==> config.mk <==
export PLATFORM = sky130hd
export DESIGN_NAME = psc_horner_step
export DESIGN_NICKNAME = d
export VERILOG_FILES = /design/src/design/psc_pkg.sv /design/src/design/psc_horner_step.sv
export SDC_FILE = /design/constraint.sdc
export NUM_CORES = 2
export LEC_CHECK = 0
export ABC_AREA = 1
export BUFFER_PORTS_ARGS = -buffer_cell sky130_fd_sc_hd__buf_2
export CORE_MARGIN = 3
export CORE_UTILIZATION = 33
export CTS_BUF_LIST = sky130_fd_sc_hd__clkbuf_8
export DETAILED_ROUTE_END_ITERATION = 6
export GPL_ROUTABILITY_DRIVEN = 0
export HOLD_SLACK_MARGIN = 0.1
export MAX_ROUTING_LAYER = met4
export PLACE_DENSITY = 0.53
export SLEW_MARGIN = 25
export SYNTH_ARGS = -nofsm -noshare
export SYNTH_HDL_FRONTEND = slang
export SYNTH_SLANG_ARGS = --single-unit
export TNS_END_PERCENT = 1
==> constraint.sdc <==
create_clock -name clk -period 5.3 [get_ports clk]
set_clock_uncertainty 0.15 [all_clocks]
set_input_delay 0.795 -clock clk [delete_from_list [all_inputs] [get_ports clk]]
set_output_delay 0.795 -clock clk [all_outputs]
set_load 0.05 [all_outputs]
==> src/design/psc_pkg.sv <==
`timescale 1ns / 1ps

package psc_pkg;

	localparam int SAMPLE_W        = 12;
	localparam int TAG_W           = 12;
	localparam int OUT_W           = 16;
	localparam int ACC_W           = 48;
	localparam int NUM_COEFFS      = 8;
	localparam int COEFF_IDX_W     = $clog2(NUM_COEFFS);
	localparam int REG_DATA_W      = 64;
	localparam int PADDR_W         = COEFF_IDX_W + 3;
	localparam int IN_DATA_W       = 24;
	localparam int OUT_DATA_W      = 32;
	localparam int SAMPLE_BITS_DEF = 12;
	localparam int FRAC_BITS_DEF   = 32;

	typedef logic signed [ACC_W-1:0] acc_t;

	localparam acc_t ACC_MAX = {1'b0, {(ACC_W-1){1'b1}}};
	localparam acc_t ACC_MIN = {1'b1, {(ACC_W-1){1'b0}}};

	localparam logic signed [OUT_W-1:0] OUT_MAX = {1'b0, {(OUT_W-1){1'b1}}};
	localparam logic signed [OUT_W-1:0] OUT_MIN = {1'b1, {(OUT_W-1){1'b0}}};

	typedef struct packed {
		logic                valid;
		logic [SAMPLE_W-1:0] sample;
		logic [TAG_W-1:0]    tag;
	} psc_ctl_t;

endpackage

==> src/design/psc_horner_step.sv <==
`timescale 1ns / 1ps

module psc_horner_step import psc_pkg::*; #(
	parameter int SAMPLE_BITS = SAMPLE_BITS_DEF
) (
	input  logic     clk,
	input  logic     arst_n,
	input  logic     adv,
	input  psc_ctl_t ctl_in,
	input  acc_t     acc_in,
	input  acc_t     coeff,
	output psc_ctl_t ctl_out,
	output acc_t     acc_out
);

	localparam int PROD_W = ACC_W + SAMPLE_W + 1;
	localparam int SUM_W  = PROD_W + 1;

	psc_ctl_t                  ctl_s1;
	logic signed [PROD_W-1:0]  prod_s1;
	psc_ctl_t                  ctl_s2;
	acc_t                      acc_s2;

	logic signed [PROD_W-1:0]  prod_d;
	logic signed [PROD_W-1:0]  shifted;
	logic signed [SUM_W-1:0]   sum_d;
	logic [SUM_W-ACC_W:0]      sum_hi;
	acc_t                      acc_d;

	assign prod_d = acc_in * $signed({1'b0, ctl_in.sample});

	always_ff @(posedge clk or negedge arst_n) begin
		if (!arst_n) begin
			ctl_s1 <= '0;
		end else if (adv) begin
			ctl_s1 <= ctl_in;
		end
	end

	always_ff @(posedge clk) begin
		if (adv) begin
			prod_s1 <= prod_d;
		end
	end

	// floor division by 2^SAMPLE_BITS, add next coefficient, clamp to accumulator range
	assign shifted = prod_s1 >>> SAMPLE_BITS;
	assign sum_d   = $signed({shifted[PROD_W-1], shifted})
		+ $signed({{(SUM_W-ACC_W){coeff[ACC_W-1]}}, coeff});
	assign sum_hi  = sum_d[SUM_W-1:ACC_W-1];

	always_comb begin
		if ((&sum_hi) || !(|sum_hi)) begin
			acc_d = sum_d[ACC_W-1:0];
		end else if (sum_d[SUM_W-1]) begin
			acc_d = ACC_MIN;
		end else begin
			acc_d = ACC_MAX;
		end
	end

	always_ff @(posedge clk or negedge arst_n) begin
		if (!arst_n) begin
			ctl_s2 <= '0;
		end else if (adv) begin
			ctl_s2 <= ctl_s1;
		end
	end

	always_ff @(posedge clk) begin
		if (adv) begin
			acc_s2 <= acc_d;
		end
	end

	assign ctl_out = ctl_s2;
	assign acc_out = acc_s2;

endmodule

# ---- Yosys cells after proc, flatten, opt, wreduce, memory -nomap -nowiden
# Index checks and enable logic that the tools add are counted.
dict set report op_classes {
  add_sub_neg 1
  n_mul 1
  mux 2
  n_reduce_logical 4
}
# operator n
set ops {}
lappend ops {{48-bit two-way mux} 2}
lappend ops {{48-bit by 13-bit multiplier with 61-bit output} 1}
lappend ops {{49-bit by 48-bit adder with 50-bit output} 1}
lappend ops {{15-bit AND reduction} 1}
lappend ops {{15-bit OR reduction} 1}
lappend ops {{1-bit logical NOT} 1}
lappend ops {{1-bit logical OR} 1}
dict set report word_totals {
  register_bits 159
  in_bits 124
  output_inout_bits 73
}

# ---- Depth between registers and ports, before layout
dict set report depth {
  word_depth 5
  mapped_depth 28
  mapped_depth_nobuf 26
}

# ---- Least setup slack after synthesis
# Ideal clock, no wire load.
dict set report synth_path {
  path_kind {input to register}
  from {input ctl_in[15] (netlist name)}
  to {register prod_s1[60], data pin}
  setup_time_ps 252
  t_arrival_ps 5508
  slack_ps -610
  cell_stages 22
  n_path_buf 2
  cell_sequence {clkbuf_1 clkbuf_1 nand2_1 fa_1 inv_1 fa_1 inv_1 fa_1 fa_1 fa_1 inv_1 ha_1 a21oi_1 inv_1 nor2_1 o21ai_0 nand2_1 nand2_1 nor3_1 nand2_1 nand2_1 nand2_1}
}
dict set report synth_between {
  elab_chain_cells 1
}
# item line_no
set synth_lines {}
lappend synth_lines {{start: declaration} psc_horner_step.sv:9} ;# input psc_ctl_t ctl_in,
lappend synth_lines {{48-bit by 13-bit multiplier with 61-bit output} psc_horner_step.sv:30} ;# assign prod_d = acc_in * $signed({1'b0, ctl_in.sample});
lappend synth_lines {{named net prod_d[60]} psc_horner_step.sv:24} ;# logic signed [PROD_W-1:0] prod_d;
lappend synth_lines {{end signal: assignment} psc_horner_step.sv:42} ;# prod_s1 <= prod_d;
lappend synth_lines {{end: declaration} psc_horner_step.sv:20} ;# logic signed [PROD_W-1:0] prod_s1;
# The timed path passes the listed nets, and every way through them passes these cells.
# A chain may end at the register's enable or synchronous reset.

# ---- Final worst setup path
dict set report layout_path {
  from {input ctl_in[13] (netlist name)}
  to {register prod_s1[24], data pin}
}
# Same word-level chain as after synthesis.

==> summary.md <==
| Metric | Value |
|---|---|
| Final HPWL from detailed placement | 75800 um |
| Commonest non-fill, non-tap cell in the layout | sky130_fd_sc_hd__nand2_1 |
| Wire length of the first global-routing pass | 140000 um |
| Final setup violation count | 18 |
| H-tree levels | 4 |
| Library cell occupying the most area in the post-synthesis netlist | sky130_fd_sc_hd__fa_1 |
| X dimension of the die | 305 um |
| Nets | 5272 |
| Clock-pin slew reported for the worst setup and hold paths after clock tree synthesis | 0.10 ns |
| Clock buffer depth | 2 |
| Main combinational cell family by area after synthesis | adder cells |
| Most frequent cells in the layout | sky130_fd_sc_hd__nand2_1 (1080), sky130_fd_sc_hd__inv_1 (1067), sky130_fd_sc_hd__fa_1 (480) |
| Post-route minimum period | 5.42 ns |
| Initial cell density of the core | 33.4% |
| Drt via density | 4.54 |
| Maximum number of pins on one net before global-route repair | 122 |
| Clock buffers created by TritonCTS | 17 |
| Worst Hold Class | primary input to asynchronous set/reset pin |
| Sequential share of the synthesized area | 14.1% |
| Std cell rows | 109 |
| DR WL/cell | 16.4 um |
| Placeable Area | 88600 um2 |
| Clock network latency to the later pin of the worst-skew pair | 0.49 ns |
| Crit path capture type | flip-flop |
| Area share of and/or/nand/nor cells after synthesis | 20.4% |
| Crit share post-route | 102% |
| Run status | finished with violations |
| Final number of hold-violating endpoints | 0 |
| Avg Synthesized Cell Area | 7.43 um2 |
| Antenna violations before repair | 3 |
| Routed vias | 25.6k |
| Arrival time worst endpoint | 5.50 ns |
| I/O Pins | 197 |
| Number of nets with antenna violations after detailed routing | 0 |
| Layout overhead on the synthesized area | 26.7% |
| Num Clock Sinks | 147 |
| Drt initial violations | 1390 |
| Flip-flop and latch count after synthesis | 147 |
| Post-route setup slack | -0.115 ns |
| Drt pass-1 iters | 5 |
| Filler cells | 9120 |
| Overall fraction of global-route tracks in use | 19.3% |
| Fraction of the mapped netlist area in adder cells | 41.1% |
| Max transition margin | 38.4% |
| Violations in the final reports | negative setup slack |
| Synthesized netlist cell count | 3982 |
| Final Max Slew Viols | 0 |
| Required time of the worst setup path | 5.39 ns |
| Share of Yosys cell area claimed by the top area cell type | 33.7% |
| Yosys warns | 0 |
| Top area cells in the synthesized netlist | sky130_fd_sc_hd__fa_1 (34%), sky130_fd_sc_hd__nand2_1 (14%), sky130_fd_sc_hd__inv_1 (14%) |
| Clock tree from TritonCTS | built |
| Syn nets | 4780 |
| Highest clock frequency the design can meet | 185 MHz |
| Remaining Overflow, GRT | 0 |
| Category of the most critical setup path | primary input to flip-flop |
| Vias in the first global route | 26.3k |
| Number of max-capacitance violations reported | 0 |
| Cell area after technology mapping | 29600 um2 |
| Final-layout worst hold slack | 0.174 ns |
| Unrepaired setup endpoints after global routing | yes |
| Hold_buf cts | 0 |
| Final Routed Wirelength | 92900 um |
| Cell at the root of the clock tree | sky130_fd_sc_hd__clkbuf_8 |
| DIE AREA | 93300 um2 |
| Die span in y | 305 um |
| Quantity of I/O buffers inserted on ports | 196 |
| Nature of the critical path startpoint | primary input |
| Share of the synthesized netlist area taken by xor and xnor gates | 2.40% |
| Slew at the pin closest to its max-slew limit | 0.921 ns |
| Mux share of post-synthesis cell area | 0% |
| Synthesized-area fraction occupied by ao, oa, aoi and oai cells | 6.01% |
| Number of distinct library cells after synthesis | 39 |
| Max Fanout on Critical Path | 6 |
| Drc violations | 0 |
| Share of post-route cells with drive strength above 1 | 22.2% |
metal layers:
layer	up-vias	global-route usage [%]	wire length, um
li1	12500	-	-
met1	12400	25.9	41700
met2	602	32.5	45500
met3	92	1.61	3920
met4	0	3.03	1740
met5	-	-	0
logic make-up after synthesis:
logic type      Yosys count
compound gates          313
flops                   147
xor+xnor                 81
fa+ha+maj               674
buf+inv                1241
simple gates           1526
per-stage QoR:
stage | setup TNS, ns | cells | utilization (%) | instance area (um2) | setup WS (ns)
floorplan | -1.70 | 3982 | - | 30000 | -0.109
global placement | -33.26 | 5575 | 39.3 | 34800 | -1.04
detailed placement | -34.67 | 5575 | 39.3 | 34800 | -0.997
CTS | -1.81 | 5607 | 40.2 | 35600 | -0.126
global route | -5.10 | 5654 | 42.3 | 37500 | -0.249
finish | -0.680 | 5654 | 42.3 | 37500 | -0.115
flip-flops by register name (all words and copies together) (netlist names):
| register | count |
|---|---|
| acc_out | 48 |
| ctl_s1 | 25 |
| ctl_out | 25 |
| prod_s1 | 49 |
timing repair:
action                                 in CTS  in global routing
endpoints found under the hold margin       0                  0
cloned                                      0                 18
resized for setup                          91                334
setup buffers                               0                 28
setup endpoints to repair                  48                 48
pin swaps                                  15                157
synthesized netlist by cell type, drive strengths merged:
master and instances:
a211oi 1, a21boi 4, a21o 21, a21oi 152, a221oi 1, a31oi 16, and3 2, buf 22
clkbuf 107, dfrtp 50, edfxtp 97, fa 498, ha 176, inv 1112, nand2 1159, nand3 77
nand3b 6, nand4 10, nor2 241, nor3 24, nor4 6, o2111ai 1, o211ai 2, o21a 10
o21ai 73, o21bai 31, o22ai 1, or2 1, xnor2 22, xor2 59
cell type report:
| class | count | area (um2) | share of cell area, % |
|---|---|---|---|
| inverters | 1112 | 4180 | 11.1 |
| diodes | 2 | 5.00 | 0.0134 |
| flip-flops and latches | 147 | 4160 | 11.1 |
| clock buffers | 17 | 234 | 0.624 |
| repair buffers | 602 | 4940 | 13.2 |
| multi-input cells | 2594 | 22300 | 59.6 |
| clock inverters | 15 | 169 | 0.451 |
| well taps | 1165 | 1460 | 3.89 |
path summary, 6_finish.rpt:
| check | slack (ns) | depth (start not counted) | endpoint | startpoint |
|---|---|---|---|---|
| hold reg to reg | 0.36 | 2 | ctl_out[22] | ctl_s1[22] |
| setup reg to reg | 1.54 | 18 | acc_out[38] | prod_s1[12] |
| setup / recovery | -0.12 | 23 | prod_s1[24] | ctl_in[13] |
| max in group asynchronous | 4.38 | 1 | ctl_s1[11] | arst_n |
| hold / removal | 0.17 | 1 | ctl_out[18] | arst_n |
| min in group clk | 0.36 | 2 | ctl_out[22] | ctl_s1[22] |
worst max-delay path, stage by stage:
cell                      delay [ns]
sky130_fd_sc_hd__buf_12         0.12
sky130_fd_sc_hd__buf_12         0.15
sky130_fd_sc_hd__nand2_4        0.06
sky130_fd_sc_hd__inv_2          0.04
sky130_fd_sc_hd__fa_1           0.52
sky130_fd_sc_hd__inv_1          0.05
sky130_fd_sc_hd__fa_1           0.53
sky130_fd_sc_hd__inv_2          0.04
sky130_fd_sc_hd__fa_1           0.49
sky130_fd_sc_hd__fa_1           0.51
sky130_fd_sc_hd__inv_2          0.04
sky130_fd_sc_hd__fa_1           0.55
sky130_fd_sc_hd__inv_2          0.06
sky130_fd_sc_hd__ha_4           0.27
sky130_fd_sc_hd__a21o_1         0.20
sky130_fd_sc_hd__a21oi_2        0.19
sky130_fd_sc_hd__buf_4          0.16
sky130_fd_sc_hd__o21ai_4        0.07
sky130_fd_sc_hd__a21oi_2        0.13
sky130_fd_sc_hd__nand2_2        0.13
sky130_fd_sc_hd__buf_6          0.14
sky130_fd_sc_hd__buf_4          0.12
sky130_fd_sc_hd__xor2_1         0.14
Power is not shown: default switching activity piles up to over one toggle a cycle in this logic, so the estimate is an artifact.
